**src/adaptive_binary_range_encoder_macros.svh**
```systemverilog
// Assertion macros used by the top-level encoder source.
`ifndef ADAPTIVE_BINARY_RANGE_ENCODER_MACROS_SVH
`define ADAPTIVE_BINARY_RANGE_ENCODER_MACROS_SVH

`ifndef ASSERT_OFF

`define ABRE_ASSERT(lbl, clk, rst, prop, msg) \
   lbl: assert property (@(posedge clk) disable iff (rst) prop) else $error(msg);

`define ABRE_ASSERT_ALWAYS(lbl, clk, prop, msg) \
   lbl: assert property (@(posedge clk) prop) else $error(msg);

`else

`define ABRE_ASSERT(lbl, clk, rst, prop, msg)

`define ABRE_ASSERT_ALWAYS(lbl, clk, prop, msg)

`endif

`endif

```
**src/abre_pkg.sv**
```systemverilog
`timescale 1ns / 1ps

package abre_pkg;

   localparam int CTX_FIELD_W = 19;
   localparam int RANGE_W     = 32;
   localparam int PROB_W      = 12;
   localparam int PROB_SHIFT  = 12;
   localparam int ADAPT_SHIFT = 5;
   localparam int EPOCH_W     = 8;
   localparam int MAX_EMIT    = 8;
   localparam int FLUSH_BYTES = 4;
   localparam int EMIT_CNT_W  = $clog2(MAX_EMIT + 1);

   localparam logic [PROB_W-1:0]  PROB_INIT = 12'd2048;
   localparam logic [PROB_W:0]    PROB_ONE  = 13'd4096;
   localparam logic [RANGE_W-1:0] RANGE_INIT = 32'hFFFF_FFFF;

   typedef struct packed {
      logic                   mode;
      logic                   bit_value;
      logic [CTX_FIELD_W-1:0] context_index;
   } req_type;

   typedef struct packed {
      logic [7:0] out_byte;
      logic       last_of_run;
   } rsp_type;

   typedef struct packed {
      logic [EPOCH_W-1:0] tag;
      logic [PROB_W-1:0]  prob;
   } prob_word_type;

   typedef struct packed {
      logic [RANGE_W-1:0] bound;
      prob_word_type      word;
   } model_upd_type;

endpackage

```
**src/abre_model_update.sv**
```systemverilog
`timescale 1ns / 1ps

module abre_model_update (
   input  abre_pkg::prob_word_type              rd_word,
   input  logic [abre_pkg::EPOCH_W-1:0]         epoch,
   input  logic [abre_pkg::RANGE_W-abre_pkg::PROB_SHIFT-1:0] range_hi,
   input  logic                                 bit_value,
   output abre_pkg::model_upd_type              upd
);

   logic [abre_pkg::PROB_W-1:0] prob;
   logic [abre_pkg::PROB_W-1:0] delta_up;
   logic [abre_pkg::PROB_W-1:0] delta_dn;
   logic [abre_pkg::PROB_W:0]   gap;

   // An entry written before the last clear of the table reads as the initial value.
   assign prob = (rd_word.tag == epoch) ? rd_word.prob : abre_pkg::PROB_INIT;

   assign gap      = abre_pkg::PROB_ONE - {1'b0, prob};
   assign delta_up = abre_pkg::PROB_W'(gap >> abre_pkg::ADAPT_SHIFT);
   assign delta_dn = prob >> abre_pkg::ADAPT_SHIFT;

   always_comb begin
      upd.bound    = abre_pkg::RANGE_W'(range_hi) * abre_pkg::RANGE_W'(prob);
      upd.word.tag = epoch;
      if (bit_value) begin
         upd.word.prob = prob + delta_up;
      end else begin
         upd.word.prob = prob - delta_dn;
      end
   end

endmodule

```
**config.mk**
```make
export PLATFORM = sky130hd
export DESIGN_NAME = abre_model_update
export DESIGN_NICKNAME = d
export VERILOG_FILES = /design/src/adaptive_binary_range_encoder_macros.svh /design/src/abre_pkg.sv /design/src/abre_model_update.sv
export SDC_FILE = /design/constraint.sdc
export NUM_CORES = 1
export LEC_CHECK = 0
export BUFFER_PORTS_ARGS = -buffer_cell sky130_fd_sc_hd__buf_4
export CAP_MARGIN = 20
export CORE_MARGIN = 1.5
export CORE_UTILIZATION = 50
export DETAILED_ROUTE_END_ITERATION = 10
export GPL_TIMING_DRIVEN = 0
export PLACE_DENSITY = 0.77
export SYNTH_ARGS = -nofsm -noshare
export SYNTH_HDL_FRONTEND = slang
export SYNTH_SLANG_ARGS = --single-unit
```
**constraint.sdc**
```tcl
create_clock -name vclk -period 8.2
set_input_delay 1.23 -clock vclk [all_inputs]
set_output_delay 1.23 -clock vclk [all_outputs]
set_load 0.05 [all_outputs]
```
==> qor.txt <==
VDD IR-drop max -> 0.0000291 V
Core area -> 17200 sq um
Power Internal -> 109 uW
Port Buffers -> 100
CLK BUF -> 0
Vias in the first global route -> 8197
Final core occ -> 64.6%
WL met2 -> 13000 um
Largest net degree at the start of global routing -> 11
Violated checks -> setup timing
First-pass GRT wire length -> 39400 um
Final hold violations -> 0
Rows -> 48
Initial Util -> 50.6%
Post-synth net total -> 1398
P&R area growth vs syn -> 27.5%
Sequential area share after synthesis -> 0%
Drt wl/cell -> 17.2 um
HP Class -> input pin to primary output
Final setup viols -> 8
Ys Warns -> 0
Status -> finished with violations
Comb power frac -> 100.0%
Number of top-level pins -> 101
Metal3 WL -> 1720 um
Crit Path Category -> input pin to primary output
Worst setup EP type -> primary output
Drt first pass iters -> 5
Uppermost layer routed -> met4
Post-layout min period -> 8420 ps
Pleak -> 5.61 nW
Initial antenna violation count -> 0
Synthesized area per cell -> 8.01 sq um
Unrepaired setup endpoints after global routing -> yes
Die height -> 135 um
Relative contribution of sequential cells to total power -> 0%
Seq. cell area -> 0 sq um
Most frequent cells in the layout -> 217 x inv_1, 189 x nand2_1, 170 x fa_1
Slew HR -> 47.9%
Die ar. -> 18200 sq um
Fin cells -> 1457
Setup slack at placement -> -1260 ps
Post-route setup slack -> -223 ps
Crit path max-delay cell type -> fa_1
Critical Path AT -> 7190 ps
Total grt overflow -> 0
Most common cell after layout, fill and taps aside -> inv_1
Post-DP HPWL -> 19400 um
Total Wirelength -> 25100 um
Placed insts -> 1411
Width of the die -> 135 um
Routed length on met1 -> 9530 um
Initial DRC count -> 538
Antenna violation net count after detailed routing -> 0
Worst slew pin tran -> 775 ps
GR Util All Layers -> 27.1%
FMAX -> 0.119 GHz
Yosys cell types -> 56
Synthesized instance count -> 1086
Crit-path max FO -> 7
Clk pwr share -> 0%
CP dominant cell by count -> fa_1
Crit-path cells -> buf_4 > xnor2_2 > nand4_1 > buf_4 > or3_4 > buf_8 > and2_4 > fa_1 > fa_1 > fa_1 > fa_1 > inv_2 > fa_1 > inv_2 > ha_4 > a21oi_2 > o21ai_0 > a211oi_2 > buf_4 > a211oi_4 > nor4b_2 > o21bai_2 > xnor2_4 > buf_6
Share of cells above drive strength 1 -> 24.9%
Mapped cell area -> 8700 sq um
Post-layout nets -> 1546
CP peak stage delay -> 580 ps
Sw frac -> 60.8%
GP Congestion -> 0.885
Setup crit start kind -> input pin
Vias -> 8104
Period utilisation layout -> 103%
Antenna cells -> 0
Max_cap viols -> 0
Fin. max-slew vios -> 0
Seq_cells -> 0
Required time worst endpoint -> 6970 ps
Crit. Startpoint -> epoch[1]
Vias per cell -> 5.56
DRC violations left -> 0
Pwr/cell area -> 25.0 nW/um^2
Switch Pwr -> 169 uW
Hold Crit Start -> epoch[3]
[cells in the mapped netlist, types with 8 or more instances]
| master | n | share of area, % |
|---|---|---|
| buf_2 | 17 | 0.98 |
| o21a_1 | 9 | 0.78 |
| nand2_1 | 197 | 8.5 |
| ha_1 | 82 | 12 |
| and2_1 | 24 | 1.7 |
| inv_1 | 226 | 9.8 |
| nor3_1 | 17 | 0.98 |
| nand3_1 | 8 | 0.46 |
| a21oi_1 | 26 | 1.5 |
| and3_1 | 62 | 4.5 |
| clkbuf_1 | 44 | 1.9 |
| fa_1 | 181 | 42 |
| o21ai_0 | 24 | 1.4 |
| xnor2_1 | 34 | 3.4 |
| xor2_1 | 10 | 1.0 |
| nor2_1 | 33 | 1.4 |
| buf_4 | 8 | 0.69 |
[layout make-up]
class / instances / area [sq um]
Fill cell: 1402 / 6090
Tap cell: 225 / 282
Timing Repair Buffer: 155 / 1290
Multi-Input combinational cell: 791 / 8270
Inverter: 226 / 848
Buffer: 60 / 407
[logic make-up after synthesis]
group	after synthesis	synth area share [%]
compound gates	110	8.66
xor+xnor	44	4.43
buf+inv	295	13.3
mux	2	0.230
fa+ha+maj	263	53.4
simple gates	372	19.9
[critical path, delay by kind of cell]
kind / cells / cell delay (ps)
AOI/OAI and AO/OA: 5 / 760
buffers and inverters: 7 / 900
xor gates and xnor gates: 2 / 280
and+or+nand+nor: 4 / 1070
adders and majority gates: 6 / 2900
[metal layers]
metal | track usage [%] | vias up
met5 | 0 | -
li1 | - | 3621
met2 | 48.8 | 365
met3 | 2.70 | 73
met1 | 34.8 | 4045
met4 | 7.71 | 0
[power by group through the flow]
stage               sequential, mW  clock [mW]  combinational, mW
global placement                 0           0              0.228
global route                     0           0              0.295
detailed placement               0           0              0.232
finish                           0           0              0.277
CTS                              0           0              0.262
floorplan                        0           0              0.153
[path summary, 6_finish.rpt]
| kind | end | slack [ps] | cells after the start |
|---|---|---|---|
| worst min-delay path | upd[15] | 2810 | 3 |
| worst max-delay path | upd[51] | -220 | 24 |
[what timing repair did]
item                       4_1_cts  5_1_grt
pin swaps                       71       29
hold buffers                     0        0
setup endpoints to repair       20       19
gates cloned                     2        0
buffers inserted                38       16
resized for setup              142       74
[per-stage QoR]
| stage | hold slack (ps) | TNS, ps | power, mW | area (sq um) |
|---|---|---|---|---|
| after global placement | 2810 | -13410 | 0.228 | 9830 |
| after global routing | 2820 | -3610 | 0.295 | 11100 |
| final | 2810 | -769 | 0.277 | 11100 |
| after detailed placement | 2820 | -13890 | 0.232 | 9830 |
| after floorplan | 2630 | -185 | 0.153 | 8790 |
| after CTS | 2810 | -259 | 0.262 | 10700 |
Power figures use the tool's default switching activity.
